[src/rtl/cpu_task_scheduler_defines.svh]
// ---------------------------------------------------------------------------
// cpu_task_scheduler_defines
// assertion macros shared by the scheduler rtl
// ---------------------------------------------------------------------------
`ifndef CPU_TASK_SCHEDULER_DEFINES_SVH
`define CPU_TASK_SCHEDULER_DEFINES_SVH

// same-cycle implication, sampled on clk, off while rst_n is low
`define CTS_ASSERT_IMPL(lbl, ante, cons, msg) \
  lbl: assert property (@(posedge clk) disable iff (!rst_n) (ante) |-> (cons)) else $error(msg);

// next-cycle implication, sampled on clk, off while rst_n is low
`define CTS_ASSERT_NEXT(lbl, ante, cons, msg) \
  lbl: assert property (@(posedge clk) disable iff (!rst_n) (ante) |=> (cons)) else $error(msg);

`endif

[src/rtl/cts_pkg.sv]
// ---------------------------------------------------------------------------
// cts_pkg
// types, constants and helpers of the cpu task scheduler
// ---------------------------------------------------------------------------
`default_nettype none

package cts_pkg;

  localparam int MAX_TASKS = 16;
  localparam int TIDX_W    = $clog2(MAX_TASKS);
  localparam int TCNT_W    = $clog2(MAX_TASKS + 1);
  localparam int TIME_W    = 32;
  localparam int ID_W      = 8;
  localparam int PRIO_W    = 8;
  localparam int TICK_W    = 16;
  localparam int MODE_W    = 3;

  localparam logic [MODE_W-1:0] MODE_FCFS = 3'd0;
  localparam logic [MODE_W-1:0] MODE_SJF  = 3'd1;
  localparam logic [MODE_W-1:0] MODE_PRIO = 3'd2;
  localparam logic [MODE_W-1:0] MODE_RR   = 3'd3;
  localparam logic [MODE_W-1:0] MODE_PRR  = 3'd4;

  localparam logic CFG_MODE    = 1'b0;
  localparam logic CFG_QUANTUM = 1'b1;

  localparam logic [TICK_W-1:0] QUANTUM_RST = 16'd2;

  typedef enum logic [1:0] {
    CMD_LOAD    = 2'd0,
    CMD_CLEAR   = 2'd1,
    CMD_RESTART = 2'd2,
    CMD_SLICE   = 2'd3
  } cmd_t;

  typedef enum logic [3:0] {
    S_IDLE,
    S_SCAN,
    S_RUN_RD,
    S_RUN_CHK,
    S_QCHK,
    S_QSCAN,
    S_SHIFT,
    S_TASK_RD,
    S_TASK_UPD
  } state_t;

  typedef enum logic [1:0] {
    K_ADMIT,
    K_EARLY,
    K_PICK
  } scan_kind_t;

  typedef struct packed {
    logic [ID_W-1:0]   id;
    logic [PRIO_W-1:0] prio;
    logic [TICK_W-1:0] arr;
    logic [TICK_W-1:0] burst;
  } tbl_entry_t;

  typedef struct packed {
    logic [TIDX_W-1:0] idx;
    logic [PRIO_W-1:0] prio;
  } q_entry_t;

  // ring position head + off, off at most MAX_TASKS
  function automatic logic [TIDX_W-1:0] qwrap(input logic [TIDX_W-1:0] head,
                                               input logic [TCNT_W-1:0] off);
    logic [TCNT_W:0] sum;
    sum = (TCNT_W+1)'(head) + (TCNT_W+1)'(off);
    if (sum >= (TCNT_W+1)'(MAX_TASKS)) begin
      sum = sum - (TCNT_W+1)'(MAX_TASKS);
    end
    return sum[TIDX_W-1:0];
  endfunction

endpackage

`default_nettype wire

[src/rtl/cts_ram.sv]
// ---------------------------------------------------------------------------
// cts_ram
// simple dual-port synchronous ram with registered read
// ---------------------------------------------------------------------------
`default_nettype none

module cts_ram #(
  parameter int WIDTH = 8,
  parameter int DEPTH = 16,
  localparam int AW = $clog2(DEPTH)
) (
  input  wire logic             clk,
  input  wire logic             we,
  input  wire logic [AW-1:0]    waddr,
  input  wire logic [WIDTH-1:0] wdata,
  input  wire logic             re,
  input  wire logic [AW-1:0]    raddr,
  output logic      [WIDTH-1:0] rdata
);

  logic [WIDTH-1:0] mem [DEPTH];

  always_ff @(posedge clk) begin
    if (we) begin
      mem[waddr] <= wdata;
    end
  end

  always_ff @(posedge clk) begin
    if (re) begin
      rdata <= mem[raddr];
    end
  end

endmodule

`default_nettype wire

[src/rtl/cpu_task_scheduler.sv]
// ---------------------------------------------------------------------------
// cpu_task_scheduler
// task table with fcfs, shortest job, priority and round robin slice picking
// ---------------------------------------------------------------------------
// usage:
//   commands enter on start while busy is low: load task, clear table,
//   restart schedule and next slice. load, clear and restart finish in the
//   accepting cycle and give no result.
//   a next-slice command raises busy; one result is shown on out_valid for
//   a single cycle as busy falls. the receiver cannot stall.
//   a slice is found by scans, paced by the single read port of the task
//   table and of the queue: fcfs, shortest job and priority modes take
//   one or two table scans (three when nothing has arrived); round robin
//   modes take an admit scan, an optional earliest-arrival scan and second
//   admit scan, a queue scan and a queue shift of up to the picked position.
//   configuration writes on cfg_we take effect at once; write only while
//   idle. modes 5 to 7 make a slice command a no-op.
//   reset empties the table, the queue and the time and sets fcfs with a
//   quantum of two.
// ---------------------------------------------------------------------------
`default_nettype none
`include "cpu_task_scheduler_defines.svh"

module cpu_task_scheduler (
  input  wire logic                          clk,
  input  wire logic                          rst_n,
  input  wire logic                          start,
  output logic                               busy,
  input  wire logic [1:0]                    in_cmd,
  input  wire logic [cts_pkg::ID_W-1:0]      in_task_id,
  input  wire logic [cts_pkg::PRIO_W-1:0]    in_task_priority,
  input  wire logic [cts_pkg::TICK_W-1:0]    in_arrival_time,
  input  wire logic [cts_pkg::TICK_W-1:0]    in_burst_time,
  output logic                               out_valid,
  output logic [cts_pkg::ID_W-1:0]           out_slice_task_id,
  output logic [cts_pkg::TICK_W-1:0]         out_slice_length,
  output logic                               out_status,
  input  wire logic                          cfg_we,
  input  wire logic                          cfg_index,
  input  wire logic [cts_pkg::TICK_W-1:0]    cfg_wdata
);

  localparam int MT = cts_pkg::MAX_TASKS;
  localparam int IW = cts_pkg::TIDX_W;
  localparam int CW = cts_pkg::TCNT_W;

  cts_pkg::state_t     state_r, state_nxt;
  cts_pkg::scan_kind_t kind_r, kind_nxt;

  logic [cts_pkg::MODE_W-1:0] mode_r;
  logic [cts_pkg::TICK_W-1:0] quantum_r;
  logic [CW-1:0]              count_r, count_nxt;
  logic [cts_pkg::TIME_W-1:0] time_r, time_nxt;
  logic [MT-1:0]              adm_r, adm_nxt;
  logic [MT-1:0]              dirty_r, dirty_nxt;
  logic [IW-1:0]              q_head_r, q_head_nxt;
  logic [CW-1:0]              q_cnt_r, q_cnt_nxt;
  logic                       run_valid_r, run_valid_nxt;
  logic [IW-1:0]              run_idx_r, run_idx_nxt;
  logic                       phase_r, phase_nxt;

  logic [CW-1:0]              scan_i_r, scan_i_nxt;
  logic                       rd_vld_r, rd_vld_nxt;
  logic [IW-1:0]              rd_idx_r, rd_idx_nxt;
  logic                       qrd_vld_r, qrd_vld_nxt;
  logic [CW-1:0]              qrd_k_r, qrd_k_nxt;
  logic [CW-1:0]              shift_k_r, shift_k_nxt;
  logic                       sh_wr_vld_r, sh_wr_vld_nxt;
  logic [IW-1:0]              sh_waddr_r, sh_waddr_nxt;

  logic                       best_found_r, best_found_nxt;
  logic [IW-1:0]              best_idx_r, best_idx_nxt;
  logic [cts_pkg::TICK_W-1:0] best_arr_r, best_arr_nxt;
  logic [cts_pkg::TICK_W-1:0] best_rem_r, best_rem_nxt;
  logic [cts_pkg::PRIO_W-1:0] best_prio_r, best_prio_nxt;
  logic [CW-1:0]              best_k_r, best_k_nxt;

  logic                       out_valid_r, out_valid_nxt;
  logic [cts_pkg::ID_W-1:0]   out_id_r, out_id_nxt;
  logic [cts_pkg::TICK_W-1:0] out_len_r, out_len_nxt;
  logic                       out_status_r, out_status_nxt;

  logic                       tbl_we, tbl_re;
  logic [IW-1:0]              tbl_waddr, tbl_raddr;
  cts_pkg::tbl_entry_t        tbl_wdata, tbl_rdata;
  logic                       rem_we;
  logic [IW-1:0]              rem_waddr;
  logic [cts_pkg::TICK_W-1:0] rem_wdata, rem_rdata;
  logic                       q_we, q_re;
  logic [IW-1:0]              q_waddr, q_raddr;
  cts_pkg::q_entry_t          q_wdata, q_rdata;

  logic [cts_pkg::TICK_W-1:0] rem_eff;
  logic [cts_pkg::TICK_W-1:0] q_eff;
  logic [cts_pkg::TICK_W-1:0] len;
  logic [cts_pkg::TIME_W-1:0] t_base;
  logic                       pend, arrived, better;

  cts_ram #(.WIDTH($bits(cts_pkg::tbl_entry_t)), .DEPTH(MT)) u_tbl (
    .clk(clk), .we(tbl_we), .waddr(tbl_waddr), .wdata(tbl_wdata),
    .re(tbl_re), .raddr(tbl_raddr), .rdata(tbl_rdata)
  );

  cts_ram #(.WIDTH(cts_pkg::TICK_W), .DEPTH(MT)) u_rem (
    .clk(clk), .we(rem_we), .waddr(rem_waddr), .wdata(rem_wdata),
    .re(tbl_re), .raddr(tbl_raddr), .rdata(rem_rdata)
  );

  cts_ram #(.WIDTH($bits(cts_pkg::q_entry_t)), .DEPTH(MT)) u_queue (
    .clk(clk), .we(q_we), .waddr(q_waddr), .wdata(q_wdata),
    .re(q_re), .raddr(q_raddr), .rdata(q_rdata)
  );

  // untouched entries still hold their loaded burst
  assign rem_eff = dirty_r[rd_idx_r] ? rem_rdata : tbl_rdata.burst;
  assign q_eff   = (quantum_r == '0) ? cts_pkg::TICK_W'(1) : quantum_r;
  assign pend    = !adm_r[rd_idx_r];
  assign arrived = cts_pkg::TIME_W'(tbl_rdata.arr) <= time_r;

  always_ff @(posedge clk) begin
    if (!rst_n) begin
      mode_r    <= cts_pkg::MODE_FCFS;
      quantum_r <= cts_pkg::QUANTUM_RST;
    end else if (cfg_we) begin
      if (cfg_index == cts_pkg::CFG_MODE) begin
        mode_r <= cfg_wdata[cts_pkg::MODE_W-1:0];
      end else begin
        quantum_r <= cfg_wdata;
      end
    end
  end

  always_comb begin
    state_nxt      = state_r;
    kind_nxt       = kind_r;
    count_nxt      = count_r;
    time_nxt       = time_r;
    adm_nxt        = adm_r;
    dirty_nxt      = dirty_r;
    q_head_nxt     = q_head_r;
    q_cnt_nxt      = q_cnt_r;
    run_valid_nxt  = run_valid_r;
    run_idx_nxt    = run_idx_r;
    phase_nxt      = phase_r;
    scan_i_nxt     = scan_i_r;
    rd_vld_nxt     = 1'b0;
    rd_idx_nxt     = rd_idx_r;
    qrd_vld_nxt    = 1'b0;
    qrd_k_nxt      = qrd_k_r;
    shift_k_nxt    = shift_k_r;
    sh_wr_vld_nxt  = 1'b0;
    sh_waddr_nxt   = sh_waddr_r;
    best_found_nxt = best_found_r;
    best_idx_nxt   = best_idx_r;
    best_arr_nxt   = best_arr_r;
    best_rem_nxt   = best_rem_r;
    best_prio_nxt  = best_prio_r;
    best_k_nxt     = best_k_r;
    out_valid_nxt  = 1'b0;
    out_id_nxt     = out_id_r;
    out_len_nxt    = out_len_r;
    out_status_nxt = out_status_r;
    tbl_we         = 1'b0;
    tbl_waddr      = count_r[IW-1:0];
    tbl_wdata      = '{id: in_task_id, prio: in_task_priority,
                       arr: in_arrival_time, burst: in_burst_time};
    tbl_re         = 1'b0;
    tbl_raddr      = scan_i_r[IW-1:0];
    rem_we         = 1'b0;
    rem_waddr      = rd_idx_r;
    rem_wdata      = '0;
    q_we           = 1'b0;
    q_waddr        = cts_pkg::qwrap(q_head_r, q_cnt_r);
    q_wdata        = '{idx: rd_idx_r, prio: tbl_rdata.prio};
    q_re           = 1'b0;
    q_raddr        = cts_pkg::qwrap(q_head_r, scan_i_r);
    len            = '0;
    t_base         = time_r;
    better         = 1'b0;

    unique case (state_r)
      cts_pkg::S_IDLE: begin
        if (start) begin
          unique case (cts_pkg::cmd_t'(in_cmd))
            cts_pkg::CMD_LOAD: begin
              if (count_r < CW'(MT)) begin
                tbl_we                     = 1'b1;
                adm_nxt[count_r[IW-1:0]]   = 1'b0;
                dirty_nxt[count_r[IW-1:0]] = 1'b0;
                count_nxt                  = count_r + CW'(1);
              end
            end
            cts_pkg::CMD_CLEAR, cts_pkg::CMD_RESTART: begin
              if (in_cmd == cts_pkg::CMD_CLEAR) begin
                count_nxt = '0;
              end
              adm_nxt       = '0;
              dirty_nxt     = '0;
              time_nxt      = '0;
              q_head_nxt    = '0;
              q_cnt_nxt     = '0;
              run_valid_nxt = 1'b0;
            end
            cts_pkg::CMD_SLICE: begin
              if (mode_r <= cts_pkg::MODE_PRR) begin
                scan_i_nxt     = '0;
                best_found_nxt = 1'b0;
                phase_nxt      = 1'b0;
                state_nxt      = cts_pkg::S_SCAN;
                if (mode_r == cts_pkg::MODE_FCFS) begin
                  kind_nxt = cts_pkg::K_EARLY;
                end else if (mode_r <= cts_pkg::MODE_PRIO) begin
                  kind_nxt = cts_pkg::K_PICK;
                end else begin
                  kind_nxt = cts_pkg::K_ADMIT;
                end
              end
            end
            default: ;
          endcase
        end
      end

      cts_pkg::S_SCAN: begin
        if (scan_i_r < count_r) begin
          tbl_re     = 1'b1;
          rd_vld_nxt = 1'b1;
          rd_idx_nxt = scan_i_r[IW-1:0];
          scan_i_nxt = scan_i_r + CW'(1);
        end
        if (rd_vld_r) begin
          unique case (kind_r)
            cts_pkg::K_ADMIT: begin
              if (pend && arrived) begin
                adm_nxt[rd_idx_r] = 1'b1;
                if (q_cnt_r < CW'(MT)) begin
                  q_we      = 1'b1;
                  q_cnt_nxt = q_cnt_r + CW'(1);
                end
              end
            end
            cts_pkg::K_EARLY: begin
              better = pend && (!best_found_r || tbl_rdata.arr < best_arr_r);
            end
            cts_pkg::K_PICK: begin
              better = pend && arrived && (!best_found_r ||
                       ((mode_r == cts_pkg::MODE_SJF) ? (rem_eff < best_rem_r)
                                                      : (tbl_rdata.prio > best_prio_r)));
            end
            default: ;
          endcase
          if (better) begin
            best_found_nxt = 1'b1;
            best_idx_nxt   = rd_idx_r;
            best_arr_nxt   = tbl_rdata.arr;
            best_rem_nxt   = rem_eff;
            best_prio_nxt  = tbl_rdata.prio;
          end
        end else if (scan_i_r >= count_r) begin
          scan_i_nxt     = '0;
          best_found_nxt = 1'b0;
          unique case (kind_r)
            cts_pkg::K_ADMIT: begin
              if (phase_r) begin
                state_nxt = cts_pkg::S_QSCAN;
              end else if (run_valid_r) begin
                state_nxt = cts_pkg::S_RUN_RD;
              end else begin
                state_nxt = cts_pkg::S_QCHK;
              end
            end
            cts_pkg::K_EARLY: begin
              if (!best_found_r) begin
                out_valid_nxt  = 1'b1;
                out_status_nxt = 1'b1;
                out_id_nxt     = '0;
                out_len_nxt    = '0;
                state_nxt      = cts_pkg::S_IDLE;
              end else if (mode_r == cts_pkg::MODE_FCFS) begin
                state_nxt = cts_pkg::S_TASK_RD;
              end else begin
                time_nxt = cts_pkg::TIME_W'(best_arr_r);
                if (mode_r <= cts_pkg::MODE_PRIO) begin
                  kind_nxt = cts_pkg::K_PICK;
                end else begin
                  kind_nxt  = cts_pkg::K_ADMIT;
                  phase_nxt = 1'b1;
                end
              end
            end
            cts_pkg::K_PICK: begin
              if (best_found_r) begin
                state_nxt = cts_pkg::S_TASK_RD;
              end else if (!phase_r) begin
                kind_nxt  = cts_pkg::K_EARLY;
                phase_nxt = 1'b1;
              end else begin
                out_valid_nxt  = 1'b1;
                out_status_nxt = 1'b1;
                out_id_nxt     = '0;
                out_len_nxt    = '0;
                state_nxt      = cts_pkg::S_IDLE;
              end
            end
            default: state_nxt = cts_pkg::S_IDLE;
          endcase
        end
      end

      cts_pkg::S_RUN_RD: begin
        tbl_re     = 1'b1;
        tbl_raddr  = run_idx_r;
        rd_idx_nxt = run_idx_r;
        state_nxt  = cts_pkg::S_RUN_CHK;
      end

      cts_pkg::S_RUN_CHK: begin
        // preempted task goes behind the new arrivals
        if (rem_eff != '0 && q_cnt_r < CW'(MT)) begin
          q_we      = 1'b1;
          q_cnt_nxt = q_cnt_r + CW'(1);
        end
        run_valid_nxt = 1'b0;
        state_nxt     = cts_pkg::S_QCHK;
      end

      cts_pkg::S_QCHK: begin
        scan_i_nxt     = '0;
        best_found_nxt = 1'b0;
        if (q_cnt_r == '0) begin
          kind_nxt  = cts_pkg::K_EARLY;
          state_nxt = cts_pkg::S_SCAN;
        end else begin
          state_nxt = cts_pkg::S_QSCAN;
        end
      end

      cts_pkg::S_QSCAN: begin
        if (scan_i_r < q_cnt_r) begin
          q_re        = 1'b1;
          qrd_vld_nxt = 1'b1;
          qrd_k_nxt   = scan_i_r;
          scan_i_nxt  = scan_i_r + CW'(1);
        end
        if (qrd_vld_r) begin
          if (!best_found_r ||
              (mode_r == cts_pkg::MODE_PRR && q_rdata.prio > best_prio_r)) begin
            best_found_nxt = 1'b1;
            best_k_nxt     = qrd_k_r;
            best_idx_nxt   = q_rdata.idx;
            best_prio_nxt  = q_rdata.prio;
          end
        end else if (scan_i_r >= q_cnt_r) begin
          shift_k_nxt = best_k_r;
          state_nxt   = cts_pkg::S_SHIFT;
        end
      end

      cts_pkg::S_SHIFT: begin
        // close the gap: entries ahead of the pick move back one place
        if (sh_wr_vld_r) begin
          q_we    = 1'b1;
          q_waddr = sh_waddr_r;
          q_wdata = q_rdata;
        end
        if (shift_k_r != '0) begin
          q_re          = 1'b1;
          q_raddr       = cts_pkg::qwrap(q_head_r, shift_k_r - CW'(1));
          sh_wr_vld_nxt = 1'b1;
          sh_waddr_nxt  = cts_pkg::qwrap(q_head_r, shift_k_r);
          shift_k_nxt   = shift_k_r - CW'(1);
        end else if (!sh_wr_vld_r) begin
          q_head_nxt = cts_pkg::qwrap(q_head_r, CW'(1));
          q_cnt_nxt  = q_cnt_r - CW'(1);
          state_nxt  = cts_pkg::S_TASK_RD;
        end
      end

      cts_pkg::S_TASK_RD: begin
        tbl_re     = 1'b1;
        tbl_raddr  = best_idx_r;
        rd_idx_nxt = best_idx_r;
        state_nxt  = cts_pkg::S_TASK_UPD;
      end

      cts_pkg::S_TASK_UPD: begin
        rem_we       = 1'b1;
        dirty_nxt[rd_idx_r] = 1'b1;
        if (mode_r >= cts_pkg::MODE_RR) begin
          len           = (rem_eff < q_eff) ? rem_eff : q_eff;
          rem_wdata     = rem_eff - len;
          run_valid_nxt = 1'b1;
          run_idx_nxt   = rd_idx_r;
        end else begin
          len               = rem_eff;
          adm_nxt[rd_idx_r] = 1'b1;
          if (cts_pkg::TIME_W'(tbl_rdata.arr) > time_r) begin
            t_base = cts_pkg::TIME_W'(tbl_rdata.arr);
          end
        end
        time_nxt       = t_base + cts_pkg::TIME_W'(len);
        out_valid_nxt  = 1'b1;
        out_status_nxt = 1'b0;
        out_id_nxt     = tbl_rdata.id;
        out_len_nxt    = len;
        state_nxt      = cts_pkg::S_IDLE;
      end

      default: state_nxt = cts_pkg::S_IDLE;
    endcase
  end

  always_ff @(posedge clk) begin
    if (!rst_n) begin
      state_r     <= cts_pkg::S_IDLE;
      count_r     <= '0;
      time_r      <= '0;
      adm_r       <= '0;
      dirty_r     <= '0;
      q_head_r    <= '0;
      q_cnt_r     <= '0;
      run_valid_r <= 1'b0;
      rd_vld_r    <= 1'b0;
      qrd_vld_r   <= 1'b0;
      sh_wr_vld_r <= 1'b0;
      out_valid_r <= 1'b0;
    end else begin
      state_r     <= state_nxt;
      count_r     <= count_nxt;
      time_r      <= time_nxt;
      adm_r       <= adm_nxt;
      dirty_r     <= dirty_nxt;
      q_head_r    <= q_head_nxt;
      q_cnt_r     <= q_cnt_nxt;
      run_valid_r <= run_valid_nxt;
      rd_vld_r    <= rd_vld_nxt;
      qrd_vld_r   <= qrd_vld_nxt;
      sh_wr_vld_r <= sh_wr_vld_nxt;
      out_valid_r <= out_valid_nxt;
    end
  end

  always_ff @(posedge clk) begin
    kind_r       <= kind_nxt;
    run_idx_r    <= run_idx_nxt;
    phase_r      <= phase_nxt;
    scan_i_r     <= scan_i_nxt;
    rd_idx_r     <= rd_idx_nxt;
    qrd_k_r      <= qrd_k_nxt;
    shift_k_r    <= shift_k_nxt;
    sh_waddr_r   <= sh_waddr_nxt;
    best_found_r <= best_found_nxt;
    best_idx_r   <= best_idx_nxt;
    best_arr_r   <= best_arr_nxt;
    best_rem_r   <= best_rem_nxt;
    best_prio_r  <= best_prio_nxt;
    best_k_r     <= best_k_nxt;
    out_id_r     <= out_id_nxt;
    out_len_r    <= out_len_nxt;
    out_status_r <= out_status_nxt;
  end

  assign busy              = (state_r != cts_pkg::S_IDLE);
  assign out_valid         = out_valid_r;
  assign out_slice_task_id = out_id_r;
  assign out_slice_length  = out_len_r;
  assign out_status        = out_status_r;

  `CTS_ASSERT_IMPL(a_qcnt_le_tasks, 1'b1, q_cnt_r <= count_r, "queue holds more than the table")
  `CTS_ASSERT_IMPL(a_run_in_table, run_valid_r, run_idx_r < count_r[IW-1:0] || count_r == CW'(MT), "running task outside table")
  `CTS_ASSERT_IMPL(a_result_idle, out_valid_r, state_r == cts_pkg::S_IDLE, "result while still busy")
  `CTS_ASSERT_NEXT(a_slice_busy, start && !busy && in_cmd == cts_pkg::CMD_SLICE && mode_r <= cts_pkg::MODE_PRR, busy, "slice transaction did not start")

endmodule

`default_nettype wire
[config.mk]
export PLATFORM = sky130hd
export DESIGN_NAME = cpu_task_scheduler
export DESIGN_NICKNAME = d
export VERILOG_FILES = /design/src/rtl/cts_pkg.sv /design/src/rtl/cts_ram.sv /design/src/rtl/cpu_task_scheduler.sv
export VERILOG_INCLUDE_DIRS = /design/src /design/src/rtl
export SDC_FILE = /design/constraint.sdc
export NUM_CORES = 2
export LEC_CHECK = 0
export ABC_CLOCK_PERIOD_IN_PS = 10950
export BUFFER_PORTS_ARGS = -buffer_cell sky130_fd_sc_hd__buf_4
export CAP_MARGIN = 20
export CORE_ASPECT_RATIO = 0.6
export CORE_MARGIN = 2
export CORE_UTILIZATION = 30
export CTS_BUF_LIST = sky130_fd_sc_hd__clkbuf_2
export DETAILED_ROUTE_END_ITERATION = 10
export SLEW_MARGIN = 15
export SYNTH_ARGS = -nofsm -noshare
export SYNTH_HDL_FRONTEND = slang
export SYNTH_HIERARCHICAL = 1
export SYNTH_SLANG_ARGS = --single-unit
[constraint.sdc]
create_clock -name clk -period 10.95 [get_ports clk]
set_input_delay 0 -clock clk [delete_from_list [all_inputs] [get_ports clk]]
set_output_delay 0 -clock clk [all_outputs]
set_load 0.05 [all_outputs]
## Yosys cells after proc, flatten, opt, wreduce, memory -nomap -nowiden

Memories as Yosys holds them, arrays and structs flattened. A register that Yosys moved wholly into a read port is not among the register bits.
Cells that the tools add are included.

| word-level totals | value |
|---|---|
| register bits after elaboration | 211 |
| latch bits | 0 |
| memory bits (writable) | 1,216 |
| bits in read-only memories | 0 |
| bits of input ports | 71 |
| output and inout port bits | 27 |
| word-level logic and storage cells | 401 |
| memories | 3 |

| operators by class | value |
|---|---|
| $add $sub $neg | 17 |
| multiply operators | 0 |
| div/mod/pow operators | 0 |
| $lt $le $gt $ge | 25 |
| eq/ne operators | 58 |
| shift-type cells | 0 |
| muxes and demuxes | 199 |
| bitwise operators | 6 |
| reduce and logical (&&, ||, !) cells | 62 |

Memories:

| memory | depth | bits a word | rd ports | clocked after memory_dff | write ports | line | text |
|---|---|---|---|---|---|---|---|
| u_tbl.mem | 16 | 48 | 1 | 1 | 1 | cts_ram.sv:21 | `logic [WIDTH-1:0] mem [DEPTH];` |
| u_rem.mem | 16 | 16 | 1 | 1 | 1 | cts_ram.sv:21 |  |
| u_queue.mem | 16 | 12 | 1 | 1 | 1 | cts_ram.sv:21 |  |

Operators by type and width:

| cell | number |
|---|---|
| $mux W16 | 20 |
| $mux W32 | 10 |
| $pmux W16 S2 | 5 |
| $mux W4 | 31 |
| $mux W5 | 21 |
| $pmux W32 S3 | 1 |
| $mux W8 | 9 |
| $mux W1 | 53 |
| $ne A2 B2 Y1 const B | 25 |
| $lt A16 B16 Y1 | 3 |
| $pmux W16 S3 | 1 |
| $pmux W8 S2 | 3 |
| $pmux W5 S4 | 2 |
| $add A32 B16 Y32 | 1 |
| $and A16 B16 Y16 | 2 |
| $gt A16 B32 Y1 | 1 |
| $le A16 B32 Y1 | 1 |
| $or A16 B16 Y16 | 2 |
| $pmux W4 S8 | 1 |
| $ne A3 B3 Y1 const B | 10 |
| $add A4 B5 Y6 | 4 |
| $ge A6 B5 Y1 const B | 4 |
| $mux W12 | 2 |
| $mux W2 | 12 |
| other kinds (63) | 143 |

## Longest topological paths before layout

| depth | value |
|---|---|
| word-level depth | 13 |
| gate-level depth with buffers | 30 |
| mapped depth without buffers | 25 |

## Cells and area by module

The synthesis kept the hierarchy.

By module, submodules not included:

| module | times used | cells an instance | area an instance (um^2) | seq. area each (um^2) |
|---|---|---|---|---|
| cts_ram at u_tbl | 1 | 1,242 | 30,171.4 | 24,503.5 |
| cpu_task_scheduler | 1 | 1,708 | 15,095.7 | 5,275.1 |
| cts_ram at u_rem | 1 | 432 | 10,202.3 | 8,167.8 |
| cts_ram at u_queue | 1 | 329 | 7,719.9 | 6,125.9 |

## Worst setup path before layout

No wires, ideal clock.

| timing path | value |
|---|---|
| kind | register -> register |
| start | reg rd_idx_r[0] |
| end | mem u_rem/mem[0][5] (netlist bit), data pin |
| setup time | 489 ps |
| arrival | 7,081 ps |
| required time | 10,461 ps |
| setup slack | 3,380 ps |
| cell stages (with the launch flop) | 25 |
| path buffers | 5 |
| clock period less this slack | 7,570 ps |
| cell sequence | edfxtp_1 buf_6 buf_8 mux2_4 mux4_2 mux2_4 buf_6 mux2_2 ha_1 o21a_1 o21a_1 o21ai_0 a221oi_2 nor3_1 o21a_1 clkbuf_1 clkbuf_1 a21oi_1 ha_1 a21oi_1 a21o_1 and2_1 nor2_1 o21ai_0 a2111oi_0 |

| on the way | value |
|---|---|
| longest elaborated chain between the ends | 8 |

RTL lines:

| item | line | text |
|---|---|---|
| from (decl) | cpu_task_scheduler.sv:64 | `logic [IW-1:0] rd_idx_r, rd_idx_nxt;` |
| from (signal assigned) | cpu_task_scheduler.sv:448 | `rd_idx_r <= rd_idx_nxt;` |
| $bmux W1 S4 (*) | cpu_task_scheduler.sv:115 | `assign rem_eff = dirty_r[rd_idx_r] ? rem_rdata : tbl_rdata.burst;` |
| $mux W1 (implied by the code) (*) | cpu_task_scheduler.sv:115 |  |
| $mux W16 (*) | cpu_task_scheduler.sv:115 |  |
| via rem_eff (one bit) | cpu_task_scheduler.sv:93 | `logic [cts_pkg::TICK_W-1:0] rem_eff;` |
| $lt A16 B16 Y1 | cpu_task_scheduler.sv:390 | `len = (rem_eff < q_eff) ? rem_eff : q_eff;` |
| $mux W16 | cpu_task_scheduler.sv:390 |  |
| $sub A16 B16 Y16 (*) | cpu_task_scheduler.sv:391 | `rem_wdata = rem_eff - len;` |
| $mux W16 (*) | cpu_task_scheduler.sv:389 | `if (mode_r >= cts_pkg::MODE_RR) begin` |
| $mux W16 (*) | cpu_task_scheduler.sv:181 | `unique case (state_r)` |
| via rem_wdata (one bit) | cpu_task_scheduler.sv:88 | `logic [cts_pkg::TICK_W-1:0] rem_wdata, rem_rdata;` |
| to (decl) | cts_ram.sv:21 |  |

Mark *: on every way through the listed nets, which the timed path passes. The rest lies on a longest branch. The select of a mux whose other input is x is not followed.

## Final worst setup path

| timing path | value |
|---|---|
| start | reg rd_idx_r[0] |
| end | reg time_r[26] (netlist bit) |

| on the way | value |
|---|---|
| longest elaborated chain between the ends | 9 |

RTL lines:

| item | line | text |
|---|---|---|
| $bmux W1 S4 (*) | cpu_task_scheduler.sv:115 |  |
| $mux W1 (implied by the code) (*) | cpu_task_scheduler.sv:115 |  |
| $mux W16 (*) | cpu_task_scheduler.sv:115 |  |
| via rem_eff (one bit) | cpu_task_scheduler.sv:93 |  |
| $lt A16 B16 Y1 | cpu_task_scheduler.sv:390 |  |
| $mux W16 | cpu_task_scheduler.sv:390 |  |
| $mux W16 (*) | cpu_task_scheduler.sv:389 |  |
| $mux W16 (*) | cpu_task_scheduler.sv:181 |  |
| $add A32 B16 Y32 (*) | cpu_task_scheduler.sv:401 | `time_nxt = t_base + cts_pkg::TIME_W'(len);` |
| $pmux W32 S3 (*) | cpu_task_scheduler.sv:181 |  |
| to (signal assigned) | cpu_task_scheduler.sv:430 | `time_r <= time_nxt;` |
| to (decl) | cpu_task_scheduler.sv:53 | `logic [cts_pkg::TIME_W-1:0] time_r, time_nxt;` |

Marked as above.
A chain may end at the register's enable or synchronous reset.

==> results.sh <==
export IMPL_setup_viol=0
export IMPL_antenna_found_initial=15
export IMPL_synth_seq_cells=1503
export IMPL_critPathMaxFanout=20
export IMPL_drtIter0Drc=4266
export IMPL_synth_seq_area_share_pct=69.7
export IMPL_drv_cap=0
export IMPL_outcome="complete, no violations"
export IMPL_rrSetupSlack_ns=2.30
export IMPL_drtPass1Iterations=5
export IMPL_numPortBuffers=97
export IMPL_die_area_mm2=0.214
export IMPL_area_growth_from_synthesis_to_layout_pct=14.3
export IMPL_num_vias=36600
export IMPL_io_pins=98
export IMPL_synth_area_leaders="edfxtp_1 66%, mux4_2 10%, dfxtp_1 3.4%"
export IMPL_cts_path_max_buffers=4
export IMPL_min_period_ns=8.65
export IMPL_irDropWorstVdd_mv=0.104
export IMPL_power_sequential_fraction_pct=54.7
export IMPL_grt_max_degree=118
export IMPL_final_layout_size_suffix_gt1_share_pct=24.7
export IMPL_grt_first_pass_wirelength_um=245000
export IMPL_totalWireLength_um=168000
export IMPL_postCtsSetupBuffers=0
export IMPL_synth_edff_count=1397
export IMPL_syn_avg_cell_area_um2=17.0
export IMPL_met1Wirelength_um=79100
export IMPL_finalCritPeriodShare_pct=79.0
export IMPL_dieWidth_um=596
export IMPL_finalHoldViolCount=0
export IMPL_post_drt_wl_per_cell_um=23.3
export IMPL_floorplan_die_height_um=360
export IMPL_yosys_area_top_type_share_pct=66.4
export IMPL_final_fill_count=19900
export IMPL_comb_power_share_pct=16.5
export IMPL_highest_layer="met5"
export IMPL_metal3_wl_um=19800
export IMPL_cts_sinks=1503
export IMPL_internal_power_uw=8350
export IMPL_grt_total_usage_pct=15.3
export IMPL_yosys_most_used_dff="edfxtp_1"
export IMPL_power_switching_share_pct=29.2
export IMPL_synthesis_yosys_warnings=6
export IMPL_detailed_place_hpwl_um=101000
export IMPL_worst_pin_slew_ns=1.12
export IMPL_synth_top_area_cell="edfxtp_1"
export IMPL_route_detailed_drc=0
export IMPL_globalRouteOverflowTotal=0
export IMPL_syn_instance_count=3711
export IMPL_rsz0062_at_grt="no"
export IMPL_cts_root_buf="clkbuf_2"
export IMPL_worst_slew_margin_rel_pct=25.3
export IMPL_cp_data_arrival_time_ns=9.89
export IMPL_placed_cells=6493
export IMPL_achievable_frequency_mhz=116
export IMPL_initial_utilization_pct=30.2
export IMPL_first_global_vias=36300
export IMPL_power_per_cell_area_mw_per_mm2=163
export IMPL_net_switching_power_uw=3440
export IMPL_wl_met2_um=67000
export IMPL_static_leakage_power_uw=0.0252
export IMPL_place_congestion=0.884
export IMPL_endpoint_kind="register"
export IMPL_htree_levels=5
export IMPL_finish_net_count=4462
export IMPL_cp_required_ns=12.19
export IMPL_clock_skew_ns=0.199
export IMPL_core_mm2=0.209
export IMPL_finish_cell_count_without_fillers=7231
export IMPL_final_area_mm2=0.0722
export IMPL_via_cell_ratio=5.06
export IMPL_number_of_nets_still_failing_antenna_checks_after_routing=0
export IMPL_worstHoldPathType="input port to register"
export IMPL_worst_skew_pair_late_latency_ns=1.48
export IMPL_totalNegativeSetupSlack_ns=0
export IMPL_clkSlewWorstSetupHoldPaths_ns=0.12
export IMPL_rows=130
export IMPL_placed_area_mm2=0.0675
export IMPL_finalMaxSlewViolations=0
export IMPL_cts_buf_count=328
export IMPL_timing_worst_setup_path_type="register to register"
export IMPL_worst_setup_path_start_kind="register"
export IMPL_syn_nets=3930
export IMPL_share_of_synthesized_registers_carrying_an_async_set_or_reset_pct=0
export IMPL_cts_tree="built"
export IMPL_syn_area_mm2=0.0632
export IMPL_synth_cell_types=94
export IMPL_pwr_share_clk_pct=28.8
-- synthesized netlist by cell type (19+ instances only) --
library cell and n:
a21boi_0 26, a21o_1 47, a21oi_1 95, a22oi_1 173, and2_1 43, buf_1 24
buf_4 21, clkbuf_1 103, dfxtp_1 106, edfxtp_1 1397, ha_1 141, inv_1 136
mux2_2 42, mux2i_1 19, mux4_1 29, mux4_2 282, nand2_1 273, nand2b_1 22
nand3_1 40, nand4_1 19, nor2_1 159, nor2b_1 67, nor3_1 43, o21ai_0 88
xnor2_1 35
-- final cells by class --
type	count	area [um2]	share of cell area, %
Antenna cell	6	15.0	0.0208
Clock buffer	478	2390	3.31
Clock inverter	62	337	0.466
Inverter	138	518	0.717
Multi-Input combinational cell	1898	18100	25.0
Sequential cell	1503	44100	61.0
Tap cell	2772	3470	4.80
Timing Repair Buffer	374	3360	4.65
-- timing repair --
item | CTS | global route
hold buffers | 185 | 0
resized for setup | 0 | 0
hold endpoints to repair | 1386 | 0
-- worst paths after layout --
check                        start                        to  cells past startpoint
min reg2reg   qrd_k_r[2]$_DFFE_PP_     best_k_r[2]$_DFFE_PP_                      0
max reg2reg  rd_idx_r[0]$_DFFE_PP_   time_r[26]$_SDFFE_PN0P_                     26
min                          start  q_head_r[3]$_SDFFE_PN0P_                      5
max          rd_idx_r[0]$_DFFE_PP_   time_r[26]$_SDFFE_PN0P_                     26
-- kinds of logic after synthesis --
| family | Yosys count | share of synthesized area [%] |
|---|---|---|
| buf+inv | 310 | 2.15 |
| fa+ha+maj | 150 | 3.05 |
| flops | 1503 | 69.7 |
| xor+xnor | 49 | 0.679 |
| compound gates | 567 | 6.20 |
| mux | 377 | 12.4 |
| simple gates | 755 | 5.75 |
-- cells in the final DEF, fill, tap and decap left out, types with 15 or more instances in the layout --
cell type | Yosys | layout
ha_1 | 141 | 141
a21o_1 | 47 | 47
mux2_2 | 42 | 42
dfxtp_1 | 106 | 106
mux4_2 | 282 | 282
a21oi_1 | 95 | 92
o21a_1 | 16 | 16
a31oi_1 | 16 | 15
nand3_1 | 40 | 40
a21boi_0 | 26 | 26
nor3_1 | 43 | 31
xnor2_1 | 35 | 35
clkinv_1 | 2 | 42
mux2i_1 | 19 | 18
nor2b_1 | 67 | 65
nor2_2 | 2 | 16
edfxtp_1 | 1397 | 1397
a22oi_1 | 173 | 173
nand2_1 | 273 | 272
nor2_1 | 159 | 131
o21ai_0 | 88 | 87
nand4_1 | 19 | 19
mux4_1 | 29 | 29
nand2b_1 | 22 | 22
inv_1 | 136 | 135
and3_1 | 17 | 17
and2_1 | 43 | 42
buf_4 | 21 | 183
dlygate4sd3_1 | 0 | 184
clkbuf_2 | 0 | 478
-- metrics by stage --
step           setup WS [ns]  utilization (%)  power, uW  hold WS, ns
2_1_floorplan           3.38                -       7830       0.0989
3_3_place_gp            2.27             32.2       8420        0.277
3_5_place_dp            2.07             32.2       8430        0.272
4_1_cts                 1.96             34.4      11900       0.0180
5_1_grt                 1.73             34.5      12300       0.0602
6_report                2.30             34.5      11800        0.186
-- critical path, cell delays in order, from the launching register on --
cell      delay (ns)
edfxtp_1        0.72
buf_4           0.38
mux2_2          0.37
mux4_2          0.54
mux2_4          0.42
mux2i_1         0.50
inv_1           0.21
ha_1            0.38
a21oi_1         0.18
nor2b_1         0.07
o21ai_0         0.17
a211oi_1        0.20
o31a_1          0.35
nor2_2          0.67
mux2i_1         0.23
ha_1            0.30
fa_1            0.42
a21oi_1         0.17
nor2_1          0.06
nor2_1          0.15
o21bai_1        0.11
a21oi_1         0.36
o311a_1         0.30
nor2_2          0.08
a31oi_1         0.77
o21ai_0         0.20
a31oi_1         0.19
-- power by group through the flow --
stage,logic [uW],registers [uW],clock network [uW]
6_report,1940,6450,3400
5_1_grt,2110,6450,3790
4_1_cts,1930,6440,3510
3_5_place_dp,1870,6570,0
3_3_place_gp,1850,6570,0
2_1_floorplan,1310,6520,0
-- state kept, by name, summed over array words and instances, names as in the netlist, 8 cells and up --
| name | cells |
|---|---|
| adm_r | 16 |
| best_arr_r | 16 |
| best_prio_r | 8 |
| best_rem_r | 16 |
| dirty_r | 16 |
| out_slice_length | 16 |
| out_slice_task_id | 8 |
| quantum_r | 16 |
| time_r | 32 |
| u_queue/mem | 192 |
| u_queue/rdata | 12 |
| u_rem/mem | 256 |
| u_rem/rdata | 16 |
| u_tbl/mem | 768 |
| u_tbl/rdata | 48 |
-- layer usage --
metal	vias to the layer above	global-route usage (%)
met5	-	0
met4	14	3.03
met3	228	5.60
met2	1657	20.3
met1	18700	23.6
li1	16000	-
Power figures use the tool's default switching activity.
